### src/hdl/lin_dtl_pkg.sv
// Package: types and constants of the LIN diagnostic transport layer
`timescale 1ns / 1ps
package lin_dtl_pkg;

  localparam int unsigned BUFFER_DEPTH_DEF = 256;
  localparam int unsigned SF_MAX = 6;
  localparam int unsigned FF_BYTES = 5;

  localparam logic [7:0] NAD_BROADCAST = 8'h7F;
  localparam logic [7:0] NAD_FUNCTIONAL = 8'h7E;
  localparam logic [3:0] PCI_SINGLE = 4'h0;
  localparam logic [3:0] PCI_FIRST = 4'h1;
  localparam logic [3:0] PCI_CONSEC = 4'h2;

  localparam logic [7:0] RST_NAD = 8'h01;
  localparam logic [15:0] RST_TIMEOUT = 16'd1000;

  typedef enum logic [2:0] {
    MODE_IDLE    = 3'd0,
    MODE_WAIT_CF = 3'd1,
    MODE_SEND_SF = 3'd2,
    MODE_SEND_FF = 3'd3,
    MODE_SEND_CF = 3'd4
  } mode_e;

  typedef enum logic [2:0] {
    REQ_RX_FRAME = 3'd0,
    REQ_LOAD     = 3'd1,
    REQ_TX_SLOT  = 3'd2,
    REQ_TICK     = 3'd3,
    REQ_READ     = 3'd4
  } req_e;

  typedef enum logic [7:0] {
    CFG_CONFIGURED_NAD = 8'd0,
    CFG_INITIAL_NAD    = 8'd1,
    CFG_RESPONSE_NAD   = 8'd2,
    CFG_RX_TIMEOUT     = 8'd3,
    CFG_SEP_TIME       = 8'd4
  } cfg_idx_e;

endpackage

### src/hdl/lin_dtl_req_if.sv
// Interface: request channel
`timescale 1ns / 1ps
interface lin_dtl_req_if;
  logic        valid;
  logic        ready;
  logic [2:0]  req_type;
  logic [63:0] frame;
  logic [7:0]  resp_byte;
  logic [11:0] byte_index;
  logic [11:0] resp_length;
  logic        resp_last;
  modport source (output valid, req_type, frame, resp_byte, byte_index, resp_length,
                  resp_last, input ready);
  modport sink (input valid, req_type, frame, resp_byte, byte_index, resp_length,
                resp_last, output ready);
endinterface

### src/hdl/lin_dtl_rsp_if.sv
// Interface: result channel
`timescale 1ns / 1ps
interface lin_dtl_rsp_if;
  logic        valid;
  logic        ready;
  logic        tx_valid;
  logic [63:0] tx_frame;
  logic        msg_complete;
  logic [7:0]  msg_nad;
  logic [11:0] msg_length;
  logic [7:0]  read_byte;
  logic [2:0]  tl_mode;
  logic        aborted;
  modport source (output valid, tx_valid, tx_frame, msg_complete, msg_nad, msg_length,
                  read_byte, tl_mode, aborted, input ready);
  modport sink (input valid, tx_valid, tx_frame, msg_complete, msg_nad, msg_length,
                read_byte, tl_mode, aborted, output ready);
endinterface

### src/hdl/lin_dtl_cfg_if.sv
// Interface: configuration write channel
`timescale 1ns / 1ps
interface lin_dtl_cfg_if;
  logic        valid;
  logic        ready;
  logic [7:0]  index;
  logic [15:0] data;
  modport source (output valid, index, data, input ready);
  modport sink (input valid, index, data, output ready);
endinterface

### src/hdl/lin_dtl_mem.sv
// Message buffer: one write port, one registered read port
`timescale 1ns / 1ps
module lin_dtl_mem #(
  parameter int unsigned DEPTH = lin_dtl_pkg::BUFFER_DEPTH_DEF,
  parameter int unsigned AW = $clog2(DEPTH)
) (
  input  logic          clk_i,
  input  logic          we_i,
  input  logic [AW-1:0] waddr_i,
  input  logic [7:0]    wdata_i,
  input  logic          re_i,
  input  logic [AW-1:0] raddr_i,
  output logic [7:0]    rdata_o
);
  logic [7:0] mem [DEPTH];

  always_ff @(posedge clk_i) begin
    if (we_i) begin
      mem[waddr_i] <= wdata_i;
    end
    if (re_i) begin
      rdata_o <= mem[raddr_i];
    end
  end
endmodule

### src/hdl/lin_diag_transport_layer_unit.sv
// Top level: LIN diagnostic transport layer, slave side
// Channels: req_i takes one request beat (received frame, response byte load, transmit
// slot, millisecond tick or host read); rsp_o returns exactly one result beat for each;
// cfg_i writes the five registers by index and is always ready.
// Sequence: a request beat is decoded in S_EXEC, then S_MOVE moves its buffer bytes one per
// cycle through the single memory port (up to six for a frame, one for a load or read) and
// drains the registered read data; S_DONE then puts the result in the output register.
// Flow: one request at a time; req_i is ready again once the result sits in the output
// register, so the byte-moving sequencer on the buffer port sets the pace of new requests.
// Reset: the layer returns to idle; its position, length, sequence and timer counters
// clear and the configuration registers take their reset values; buffer contents are
// undefined until written and need no clearing.
// Stall: a result held by rsp_o waits in the output register; the next request may be
// accepted and worked on, and its result waits until the held one is taken.
`timescale 1ns / 1ps
module lin_diag_transport_layer_unit #(
  parameter int unsigned BUFFER_DEPTH = lin_dtl_pkg::BUFFER_DEPTH_DEF
) (
  input logic          clk_i,
  input logic          rst_ni,
  lin_dtl_req_if.sink  req_i,
  lin_dtl_rsp_if.source rsp_o,
  lin_dtl_cfg_if.sink  cfg_i
);
  localparam int unsigned AW = $clog2(BUFFER_DEPTH);
  localparam logic [11:0] DEPTH12 = 12'(BUFFER_DEPTH);
  localparam logic [12:0] DEPTH13 = 13'(BUFFER_DEPTH);
  localparam logic [11:0] SF12 = 12'(lin_dtl_pkg::SF_MAX);

  typedef enum logic [1:0] {S_IDLE, S_EXEC, S_MOVE, S_DONE} state_e;
  state_e state_q;

  logic [7:0]  cfg_nad_q, init_nad_q, resp_nad_q, sep_time_q;
  logic [15:0] rx_to_q;

  logic [2:0]  req_q;
  logic [63:0] frame_q;
  logic [7:0]  rbyte_q;
  logic [11:0] bidx_q, rlen_q;
  logic        rlast_q;

  lin_dtl_pkg::mode_e mode_q, mode_d;
  logic [11:0] pos_q, pos_d, tl_q, tl_d;
  logic [3:0]  seq_q, seq_d;
  logic [15:0] to_q, to_d;
  logic        armed_q, armed_d;
  logic [7:0]  sep_q, sep_d;

  logic        wr_q, wr_d, rd_q, rd_d, host_q, host_d;
  logic [2:0]  cnt_q, cnt_d, k_q;
  logic [12:0] base_q, base_d;
  logic [63:0] wsh_q, wsh_d;
  logic [2:0]  slot_q, slot_d, rslot_q;
  logic        rv_q;
  logic        txv_q, txv_d, done_q, done_d, ab_q, ab_d;
  logic [63:0] txf_q, txf_d;
  logic [7:0]  dnad_q, dnad_d, rdb_q;

  logic [7:0]  nad, b1;
  logic [11:0] ff_len, rem12, sf_len;
  logic [2:0]  rem;
  logic [15:0] to_dec;
  logic        lay_rst;
  logic [7:0]  sep_base;

  logic [12:0] addr;
  logic        inr, step;
  logic        mem_we, mem_re;
  logic [7:0]  mem_rdata;

  assign req_i.ready = (state_q == S_IDLE);
  assign cfg_i.ready = 1'b1;

  assign nad = frame_q[7:0];
  assign b1 = frame_q[15:8];
  assign ff_len = {b1[3:0], frame_q[23:16]};
  assign rem12 = (tl_q > pos_q) ? (tl_q - pos_q) : 12'd0;
  assign rem = (rem12 > SF12) ? 3'(lin_dtl_pkg::SF_MAX) : rem12[2:0];
  assign sf_len = (tl_q > SF12) ? SF12 : tl_q;
  assign to_dec = to_q - 16'd1;

  always_comb begin
    mode_d = mode_q;
    pos_d = pos_q;
    tl_d = tl_q;
    seq_d = seq_q;
    to_d = to_q;
    armed_d = armed_q;
    sep_d = sep_q;
    wr_d = 1'b0;
    rd_d = 1'b0;
    host_d = 1'b0;
    cnt_d = 3'd0;
    base_d = 13'd0;
    wsh_d = frame_q >> 16;
    slot_d = 3'd2;
    txv_d = 1'b0;
    txf_d = '1;
    done_d = 1'b0;
    dnad_d = 8'd0;
    ab_d = 1'b0;
    lay_rst = 1'b0;
    sep_base = sep_q;
    case (req_q)
      lin_dtl_pkg::REQ_RX_FRAME: begin
        if (nad != lin_dtl_pkg::NAD_BROADCAST && nad != lin_dtl_pkg::NAD_FUNCTIONAL &&
            nad != cfg_nad_q && nad != init_nad_q) begin
          lay_rst = 1'b1;
          ab_d = 1'b1;
        end else if (mode_q != lin_dtl_pkg::MODE_IDLE &&
                     nad == lin_dtl_pkg::NAD_FUNCTIONAL) begin
          armed_d = 1'b1;
          to_d = rx_to_q;
        end else if (b1[7:4] == lin_dtl_pkg::PCI_SINGLE) begin
          if (b1[3:0] >= 4'd1 && b1[3:0] <= 4'(lin_dtl_pkg::SF_MAX)) begin
            wr_d = 1'b1;
            cnt_d = b1[2:0];
            tl_d = {8'd0, b1[3:0]};
            mode_d = lin_dtl_pkg::MODE_IDLE;
            armed_d = 1'b0;
            done_d = 1'b1;
            dnad_d = nad;
          end
        end else if (b1[7:4] == lin_dtl_pkg::PCI_FIRST) begin
          if (ff_len > SF12 && ff_len <= DEPTH12) begin
            tl_d = ff_len;
            wr_d = 1'b1;
            cnt_d = 3'(lin_dtl_pkg::FF_BYTES);
            wsh_d = frame_q >> 24;
            pos_d = 12'(lin_dtl_pkg::FF_BYTES);
            seq_d = 4'd1;
            mode_d = lin_dtl_pkg::MODE_WAIT_CF;
            armed_d = 1'b1;
            to_d = rx_to_q;
          end
        end else if (b1[7:4] == lin_dtl_pkg::PCI_CONSEC) begin
          if (mode_q == lin_dtl_pkg::MODE_WAIT_CF) begin
            if (b1[3:0] != seq_q) begin
              lay_rst = 1'b1;
              ab_d = 1'b1;
            end else begin
              wr_d = 1'b1;
              cnt_d = rem;
              base_d = {1'b0, pos_q};
              pos_d = pos_q + {9'd0, rem};
              if (pos_d == tl_q) begin
                mode_d = lin_dtl_pkg::MODE_IDLE;
                armed_d = 1'b0;
                done_d = 1'b1;
                dnad_d = nad;
              end else begin
                seq_d = seq_q + 4'd1;
                armed_d = 1'b1;
                to_d = rx_to_q;
              end
            end
          end
        end
      end
      lin_dtl_pkg::REQ_LOAD: begin
        if (mode_q == lin_dtl_pkg::MODE_IDLE) begin
          wr_d = 1'b1;
          cnt_d = 3'd1;
          base_d = {1'b0, bidx_q};
          wsh_d = {56'd0, rbyte_q};
          if (rlast_q && rlen_q <= DEPTH12) begin
            pos_d = 12'd0;
            tl_d = rlen_q;
            armed_d = 1'b1;
            to_d = rx_to_q;
            mode_d = (rlen_q > SF12) ? lin_dtl_pkg::MODE_SEND_FF : lin_dtl_pkg::MODE_SEND_SF;
          end
        end
      end
      lin_dtl_pkg::REQ_TX_SLOT: begin
        if (mode_q == lin_dtl_pkg::MODE_SEND_SF) begin
          txf_d[7:0] = resp_nad_q;
          txf_d[15:8] = {lin_dtl_pkg::PCI_SINGLE, sf_len[3:0]};
          rd_d = 1'b1;
          cnt_d = sf_len[2:0];
          mode_d = lin_dtl_pkg::MODE_IDLE;
          armed_d = 1'b0;
          txv_d = 1'b1;
        end else if (mode_q == lin_dtl_pkg::MODE_SEND_FF) begin
          txf_d[7:0] = cfg_nad_q;
          txf_d[15:8] = {lin_dtl_pkg::PCI_FIRST, tl_q[11:8]};
          txf_d[23:16] = tl_q[7:0];
          rd_d = 1'b1;
          cnt_d = 3'(lin_dtl_pkg::FF_BYTES);
          slot_d = 3'd3;
          pos_d = 12'(lin_dtl_pkg::FF_BYTES);
          seq_d = 4'd1;
          mode_d = lin_dtl_pkg::MODE_SEND_CF;
          armed_d = 1'b1;
          to_d = rx_to_q;
          sep_d = sep_time_q;
          txv_d = 1'b1;
        end else if (mode_q == lin_dtl_pkg::MODE_SEND_CF && sep_q == 8'd0) begin
          txf_d[7:0] = cfg_nad_q;
          txf_d[15:8] = {lin_dtl_pkg::PCI_CONSEC, seq_q};
          rd_d = 1'b1;
          cnt_d = rem;
          base_d = {1'b0, pos_q};
          seq_d = seq_q + 4'd1;
          pos_d = pos_q + {9'd0, rem};
          if (pos_d >= tl_q) begin
            mode_d = lin_dtl_pkg::MODE_IDLE;
            armed_d = 1'b0;
          end else begin
            armed_d = 1'b1;
            to_d = rx_to_q;
            sep_d = sep_time_q;
          end
          txv_d = 1'b1;
        end
      end
      lin_dtl_pkg::REQ_TICK: begin
        if (armed_q) begin
          to_d = to_dec;
          if (to_dec == 16'd0) begin
            lay_rst = 1'b1;
            ab_d = 1'b1;
          end
        end
      end
      lin_dtl_pkg::REQ_READ: begin
        rd_d = 1'b1;
        host_d = 1'b1;
        cnt_d = 3'd1;
        base_d = {1'b0, bidx_q};
      end
      default: begin
      end
    endcase
    if (lay_rst) begin
      mode_d = lin_dtl_pkg::MODE_IDLE;
      pos_d = 12'd0;
      tl_d = 12'd0;
      seq_d = 4'd0;
      to_d = 16'd0;
      armed_d = 1'b0;
      sep_d = sep_time_q;
      sep_base = sep_time_q;
    end
    if (req_q == lin_dtl_pkg::REQ_TICK && sep_base != 8'd0) begin
      sep_d = sep_base - 8'd1;
    end
  end

  assign addr = base_q + {10'd0, k_q};
  assign inr = (addr < DEPTH13);
  assign step = (state_q == S_MOVE) && (k_q != cnt_q);
  assign mem_we = step && wr_q && inr;
  assign mem_re = step && rd_q && inr;

  lin_dtl_mem #(
    .DEPTH(BUFFER_DEPTH),
    .AW(AW)
  ) u_mem (
    .clk_i(clk_i),
    .we_i(mem_we),
    .waddr_i(addr[AW-1:0]),
    .wdata_i(wsh_q[7:0]),
    .re_i(mem_re),
    .raddr_i(addr[AW-1:0]),
    .rdata_o(mem_rdata)
  );

  always_ff @(posedge clk_i or negedge rst_ni) begin
    if (!rst_ni) begin
      state_q <= S_IDLE;
      cfg_nad_q <= lin_dtl_pkg::RST_NAD;
      init_nad_q <= lin_dtl_pkg::RST_NAD;
      resp_nad_q <= lin_dtl_pkg::RST_NAD;
      rx_to_q <= lin_dtl_pkg::RST_TIMEOUT;
      sep_time_q <= 8'd0;
      mode_q <= lin_dtl_pkg::MODE_IDLE;
      pos_q <= 12'd0;
      tl_q <= 12'd0;
      seq_q <= 4'd0;
      to_q <= 16'd0;
      armed_q <= 1'b0;
      sep_q <= 8'd0;
      k_q <= 3'd0;
      rv_q <= 1'b0;
      rsp_o.valid <= 1'b0;
    end else begin
      if (cfg_i.valid) begin
        case (cfg_i.index)
          lin_dtl_pkg::CFG_CONFIGURED_NAD: cfg_nad_q <= cfg_i.data[7:0];
          lin_dtl_pkg::CFG_INITIAL_NAD: init_nad_q <= cfg_i.data[7:0];
          lin_dtl_pkg::CFG_RESPONSE_NAD: resp_nad_q <= cfg_i.data[7:0];
          lin_dtl_pkg::CFG_RX_TIMEOUT: rx_to_q <= cfg_i.data;
          lin_dtl_pkg::CFG_SEP_TIME: sep_time_q <= cfg_i.data[7:0];
          default: begin
          end
        endcase
      end
      if (rsp_o.valid && rsp_o.ready && state_q != S_DONE) begin
        rsp_o.valid <= 1'b0;
      end
      rv_q <= mem_re;
      case (state_q)
        S_IDLE: begin
          if (req_i.valid) begin
            req_q <= req_i.req_type;
            frame_q <= req_i.frame;
            rbyte_q <= req_i.resp_byte;
            bidx_q <= req_i.byte_index;
            rlen_q <= req_i.resp_length;
            rlast_q <= req_i.resp_last;
            state_q <= S_EXEC;
          end
        end
        S_EXEC: begin
          mode_q <= mode_d;
          pos_q <= pos_d;
          tl_q <= tl_d;
          seq_q <= seq_d;
          to_q <= to_d;
          armed_q <= armed_d;
          sep_q <= sep_d;
          wr_q <= wr_d;
          rd_q <= rd_d;
          host_q <= host_d;
          cnt_q <= cnt_d;
          base_q <= base_d;
          wsh_q <= wsh_d;
          slot_q <= slot_d;
          txv_q <= txv_d;
          txf_q <= txf_d;
          done_q <= done_d;
          dnad_q <= dnad_d;
          ab_q <= ab_d;
          rdb_q <= 8'd0;
          k_q <= 3'd0;
          state_q <= S_MOVE;
        end
        S_MOVE: begin
          if (step) begin
            k_q <= k_q + 3'd1;
            wsh_q <= wsh_q >> 8;
            slot_q <= slot_q + 3'd1;
            rslot_q <= slot_q;
          end
          if (rv_q) begin
            if (host_q) begin
              rdb_q <= mem_rdata;
            end else begin
              txf_q[8*rslot_q +: 8] <= mem_rdata;
            end
          end
          if (!step && !rv_q) begin
            state_q <= S_DONE;
          end
        end
        S_DONE: begin
          if (!rsp_o.valid || rsp_o.ready) begin
            rsp_o.valid <= 1'b1;
            rsp_o.tx_valid <= txv_q;
            rsp_o.tx_frame <= txv_q ? txf_q : 64'd0;
            rsp_o.msg_complete <= done_q;
            rsp_o.msg_nad <= dnad_q;
            rsp_o.msg_length <= tl_q;
            rsp_o.read_byte <= rdb_q;
            rsp_o.tl_mode <= mode_q;
            rsp_o.aborted <= ab_q;
            state_q <= S_IDLE;
          end
        end
        default: state_q <= S_IDLE;
      endcase
    end
  end
endmodule

### src/flat_wrapper.sv
// flat-port wrapper written by rule: the top's interface ports become plain ports
module lin_diag_transport_layer_unit_flat 
#(
  parameter int unsigned BUFFER_DEPTH = lin_dtl_pkg::BUFFER_DEPTH_DEF
)
  (clk_i, rst_ni, req_i_valid, req_i_req_type, req_i_frame, req_i_resp_byte, req_i_byte_index, req_i_resp_length, req_i_resp_last, req_i_ready, rsp_o_valid, rsp_o_tx_valid, rsp_o_tx_frame, rsp_o_msg_complete, rsp_o_msg_nad, rsp_o_msg_length, rsp_o_read_byte, rsp_o_tl_mode, rsp_o_aborted, rsp_o_ready, cfg_i_valid, cfg_i_index, cfg_i_data, cfg_i_ready);
  lin_dtl_req_if req_i_i ();
  lin_dtl_rsp_if rsp_o_i ();
  lin_dtl_cfg_if cfg_i_i ();
  input logic clk_i;
  input logic rst_ni;
  input wire logic [$bits(req_i_i.valid)-1:0] req_i_valid;
  input wire logic [$bits(req_i_i.req_type)-1:0] req_i_req_type;
  input wire logic [$bits(req_i_i.frame)-1:0] req_i_frame;
  input wire logic [$bits(req_i_i.resp_byte)-1:0] req_i_resp_byte;
  input wire logic [$bits(req_i_i.byte_index)-1:0] req_i_byte_index;
  input wire logic [$bits(req_i_i.resp_length)-1:0] req_i_resp_length;
  input wire logic [$bits(req_i_i.resp_last)-1:0] req_i_resp_last;
  output wire logic [$bits(req_i_i.ready)-1:0] req_i_ready;
  output wire logic [$bits(rsp_o_i.valid)-1:0] rsp_o_valid;
  output wire logic [$bits(rsp_o_i.tx_valid)-1:0] rsp_o_tx_valid;
  output wire logic [$bits(rsp_o_i.tx_frame)-1:0] rsp_o_tx_frame;
  output wire logic [$bits(rsp_o_i.msg_complete)-1:0] rsp_o_msg_complete;
  output wire logic [$bits(rsp_o_i.msg_nad)-1:0] rsp_o_msg_nad;
  output wire logic [$bits(rsp_o_i.msg_length)-1:0] rsp_o_msg_length;
  output wire logic [$bits(rsp_o_i.read_byte)-1:0] rsp_o_read_byte;
  output wire logic [$bits(rsp_o_i.tl_mode)-1:0] rsp_o_tl_mode;
  output wire logic [$bits(rsp_o_i.aborted)-1:0] rsp_o_aborted;
  input wire logic [$bits(rsp_o_i.ready)-1:0] rsp_o_ready;
  input wire logic [$bits(cfg_i_i.valid)-1:0] cfg_i_valid;
  input wire logic [$bits(cfg_i_i.index)-1:0] cfg_i_index;
  input wire logic [$bits(cfg_i_i.data)-1:0] cfg_i_data;
  output wire logic [$bits(cfg_i_i.ready)-1:0] cfg_i_ready;
  assign req_i_i.valid = req_i_valid;
  assign req_i_i.req_type = req_i_req_type;
  assign req_i_i.frame = req_i_frame;
  assign req_i_i.resp_byte = req_i_resp_byte;
  assign req_i_i.byte_index = req_i_byte_index;
  assign req_i_i.resp_length = req_i_resp_length;
  assign req_i_i.resp_last = req_i_resp_last;
  assign req_i_ready = req_i_i.ready;
  assign rsp_o_valid = rsp_o_i.valid;
  assign rsp_o_tx_valid = rsp_o_i.tx_valid;
  assign rsp_o_tx_frame = rsp_o_i.tx_frame;
  assign rsp_o_msg_complete = rsp_o_i.msg_complete;
  assign rsp_o_msg_nad = rsp_o_i.msg_nad;
  assign rsp_o_msg_length = rsp_o_i.msg_length;
  assign rsp_o_read_byte = rsp_o_i.read_byte;
  assign rsp_o_tl_mode = rsp_o_i.tl_mode;
  assign rsp_o_aborted = rsp_o_i.aborted;
  assign rsp_o_i.ready = rsp_o_ready;
  assign cfg_i_i.valid = cfg_i_valid;
  assign cfg_i_i.index = cfg_i_index;
  assign cfg_i_i.data = cfg_i_data;
  assign cfg_i_ready = cfg_i_i.ready;
  lin_diag_transport_layer_unit #(.BUFFER_DEPTH(BUFFER_DEPTH)) u_core (.clk_i(clk_i), .rst_ni(rst_ni), .req_i(req_i_i), .rsp_o(rsp_o_i), .cfg_i(cfg_i_i));
endmodule
### config.mk
export PLATFORM = sky130hd
export DESIGN_NAME = lin_diag_transport_layer_unit_flat
export DESIGN_NICKNAME = d
export VERILOG_FILES = /design/src/hdl/lin_dtl_pkg.sv /design/src/hdl/lin_dtl_req_if.sv /design/src/hdl/lin_dtl_rsp_if.sv /design/src/hdl/lin_dtl_cfg_if.sv /design/src/hdl/lin_dtl_mem.sv /design/src/hdl/lin_diag_transport_layer_unit.sv /design/src/flat_wrapper.sv
export SDC_FILE = /design/constraint.sdc
export NUM_CORES = 2
export LEC_CHECK = 0
export BUFFER_PORTS_ARGS = -buffer_cell sky130_fd_sc_hd__buf_2
export CORE_ASPECT_RATIO = 0.7
export CORE_MARGIN = 2
export CORE_UTILIZATION = 35
export DETAILED_ROUTE_END_ITERATION = 8
export PLACE_DENSITY = 0.49
export RECOVER_POWER = 25
export SLEW_MARGIN = 25
export SYNTH_ARGS = -nofsm -noshare
export SYNTH_HDL_FRONTEND = slang
export SYNTH_SLANG_ARGS = --single-unit
### constraint.sdc
create_clock -name clk_i -period 5.65 [get_ports clk_i]
set_clock_uncertainty 0.1 [all_clocks]
set_input_delay 1.13 -clock clk_i [delete_from_list [all_inputs] [get_ports clk_i]]
set_output_delay 1.13 -clock clk_i [all_outputs]
set_load 0.05 [all_outputs]
==> results by group <==
Finish
  – # nets final: 5983
  – Layout fillers: 25364
  – Area Growth Syn to Fin: 16.9%
  – Finished Layout Cells: 9822
  – Fraction of layout cells with a size suffix above 1: 0.314

Clock network
  – CTS sink count: 2520
  – Total CTS buffers: 241
  – Clock root cell: clkbuf_16
  – H-Tree Depth: 4
  – Bufs on Longest Clock Path: 4
  – Worst-Skew Late Latency: 0.91 ns
  – TritonCTS clock tree: built
  – Clock-pin slew on the worst setup and hold paths: 0.07 ns

Global routing
  – Total GRT Usage: 0.188
  – Antenna violations before repair: 29
  – Largest net degree at the start of global routing: 189
  – Vias in the first global route: 52001
  – GRT overflow: 0
  – First-pass GRT wire length: 396 mm

Setup path
  – Worst Setup End Kind: register
  – Worst Path Required: 6.35 ns
  – Setup slack, reg-to-reg: -0.16 ns
  – R2r startpoint: u_core.tl_q[0]
  – CP arrival: 6.51 ns
  – Worst setup path category: register to register
  – R2r worst-path depth: 29
  – Largest stage delay on the critical path: 0.42 ns
  – Reg-to-reg endpoint: u_core.sep_q[3]
  – Crit-path slowest cell: or4_4
  – Crit Path Max Fanout: 8
  – Crit path launch type: register

Power
  – Pint: 40400 uW
  – Flop pwr share: 0.382
  – Comb pwr share: 0.365
  – NetSw: 21000 uW
  – Maximum vdd ir drop: 0.435 mV
  – P_leak: 0.0382 uW
  – Switching Fraction: 0.341
  – Power per Cell Area: 521 nW/um^2
  – Total Power: 61400 uW
  – Clk pwr share: 0.253

Synthesis
  – Synth top area cells: edfxtp_1 (72%), mux4_2 (15%), dfrtp_1 (2.5%), nor2_1 (1.3%), nand2_1 (0.87%)
  – Register area share after synthesis: 0.746
  – Number of flops mapped to enable cells by yosys: 2409
  – Synth Area per Inst: 19.7 sq um
  – Post-synth top cells: edfxtp_1 (2409), mux4_2 (674), nor2_1 (358)
  – Mapped cell area: 101000 sq um
  – Synthesis Warnings: 0
  – Yosys top cell area share: 0.719
  – Synth Register Bits: 2520
  – Synth Flop Type: edfxtp_1
  – Largest area contributor in the netlist: edfxtp_1
  – Most common cell in the netlist: edfxtp_1
  – Post-Synthesis Cells: 5104
  – Asr flop ratio synth: 0.0440
  – Synth unique cells: 80
  – Mapped Nets: 5279

Detailed routing
  – Met2 wire len: 119 mm
  – Highest routed layer: met4
  – Via/cell ratio: 5.38
  – Met1 Wirelength: 134 mm
  – Residual DRC: 0
  – Routed Wire Length: 279 mm
  – DR WL met3: 21.3 mm
  – 1st-iter DRT viols: 6093
  – Final ANT Viol Nets: 0
  – TritonRoute pass-1 iters: 5
  – Routed via count: 52825
  – Routed WL per cell: 28.4 um

STA
  – Min Tclk post-route: 5.81 ns
  – Fin Setup TNS: -2.74 ns
  – Max Fclk: 172 MHz
  – Final hold violation count: 0
  – Slew Limit Fails: 1371
  – Worst Tran Pin Value: 4.45 ns
  – RSZ-0062 raised after global routing: true
  – # setup viols final: 30
  – Final worst slack: -0.161 ns
  – Final cycle utilization of the critical path: 1.03
  – Max_slew headroom: -1.97

Status
  – Failing checks: capacitance limit, slew limit, setup timing
  – Status: complete, but fails checks

Die
  – Die area: 292000 sq um
  – Row count: 164
  – Die Ht: 453 um
  – Chip width: 645 um
  – I/O pin total: 230
  – Initial core utilization: 0.352
  – Core area: 286000 sq um

Job
  – Max cap viols: 12

Placed design
  – Placed Cells: 9359
  – IO buf count: 228
  – Post-DP HPWL: 177 mm
  – Pre-CTS WS: -0.624 ns
  – Gp weighted congestion: 0.868

Hold path
  – Worst Hold End: u_core.frame_q[3]
  – Worst hold path stage count: 1
  – Hold Startpoint: req_i_frame[3]
  – Hold Path Class: primary input to register
per-stage QoR:
stage	util	cell area, sq um	hold slack [ns]
detailed placement	0.385	110000	0.305
finish	0.412	118000	0.301
floorplan	-	101000	0.300
global placement	0.385	110000	0.305
CTS	0.412	118000	0.233
global route	0.412	118000	0.253
cell type report:
class                   instances  area [sq um]  share of cell area
inverters                      76           287             0.00243
clock buffers                 285          6250              0.0531
multi-input cells            2228         24800               0.210
diodes                          4          10.0           0.0000850
well taps                    3818          4780              0.0406
clock inverters               150          1070             0.00909
repair buffers                741          5460              0.0464
flip-flops and latches       2520         75100               0.638
what timing repair did:
item | CTS | global route
hold endpoints to repair | 1 | 0
endpoints found under the setup margin | 39 | 41
pin swaps | 32 | 19
buffers inserted | 13 | 9
hold buffers | 1 | 0
cloned | 1 | 0
resized for setup | 60 | 40
worst max path at each step:
stage,slack [ns],end,start
3_3_place_gp,-0.54,u_core.sep_q[5],u_core.pos_q[8]
3_5_place_dp,-0.62,u_core.sep_q[3],u_core.pos_q[8]
5_1_grt,-0.43,u_core.sep_q[3],u_core.tl_q[0]
2_1_floorplan,0.009,u_core.mode_q[0],u_core.pos_q[8]
6_report,-0.16,u_core.sep_q[3],u_core.tl_q[0]
4_1_cts,-0.17,u_core.sep_q[3],u_core.tl_q[0]
power by group through the flow:
stage	Combinational, uW	Clock, uW	Sequential, uW
2_1_floorplan	11900	0	24800
3_3_place_gp	22400	0	23600
3_5_place_dp	22400	0	23600
4_1_cts	22700	15900	23200
5_1_grt	23800	16600	23600
6_report	22400	15500	23500
worst max-delay path, delay by kind of cell, from the launching register on:
kind                       cells  cell delay [ns]
xor gates and xnor gates       1             0.14
adders and majority gates      5             1.21
buffers and inverters          4             0.47
and+or+nand+nor                7             1.25
AOI/OAI and AO/OA             12             2.17
DFF                            1             0.38
metal layers:
metal  GRT usage  vias to the layer above
li1            -                    22223
met1       0.301                    28418
met2       0.265                     1888
met3      0.0372                      296
met4      0.0315                        0
met5           0                        -
state kept, by name, indices dropped and copies added, names as in the netlist, 12 cells and up:
name and count:
u_core.rx_to_q 16, u_core.base_q 12, u_core.wsh_q 48, u_core.txf_q 64, u_core.u_mem.mem 2048, u_core.rsp_o.msg_length 12, u_core.tl_q 12, u_core.rlen_q 12
u_core.frame_q 64, u_core.pos_q 12, u_core.rsp_o.tx_frame 64, u_core.to_q 16, u_core.bidx_q 12
kinds of logic after synthesis:
| group | count (synthesis) | synth area share |
|---|---|---|
| DFF | 2520 | 0.746 |
| adders and majority gates | 46 | 0.00594 |
| AOI/OAI and AO/OA | 404 | 0.0250 |
| buffers and inverters | 356 | 0.0140 |
| muxes | 741 | 0.158 |
| xor gates and xnor gates | 52 | 0.00452 |
| and+or+nand+nor | 984 | 0.0461 |
| other | 1 | 0.0000372 |
cell usage in the layout (no fill, tap or decap), types with 57 or more instances in the layout:
master / synthesis / final
and3_1: 68 / 63
edfxtp_1: 2409 / 2409
a21oi_1: 107 / 102
clkinv_1: 0 / 65
mux4_2: 674 / 674
nand2_1: 233 / 219
clkbuf_1: 209 / 82
dfrtp_1: 102 / 102
inv_1: 75 / 73
nand3_1: 65 / 57
buf_2: 34 / 205
buf_4: 1 / 440
nor2_1: 358 / 356
o21ai_0: 121 / 99
clkbuf_16: 0 / 243
No activity file was read; power rests on OpenSTA's default activity.
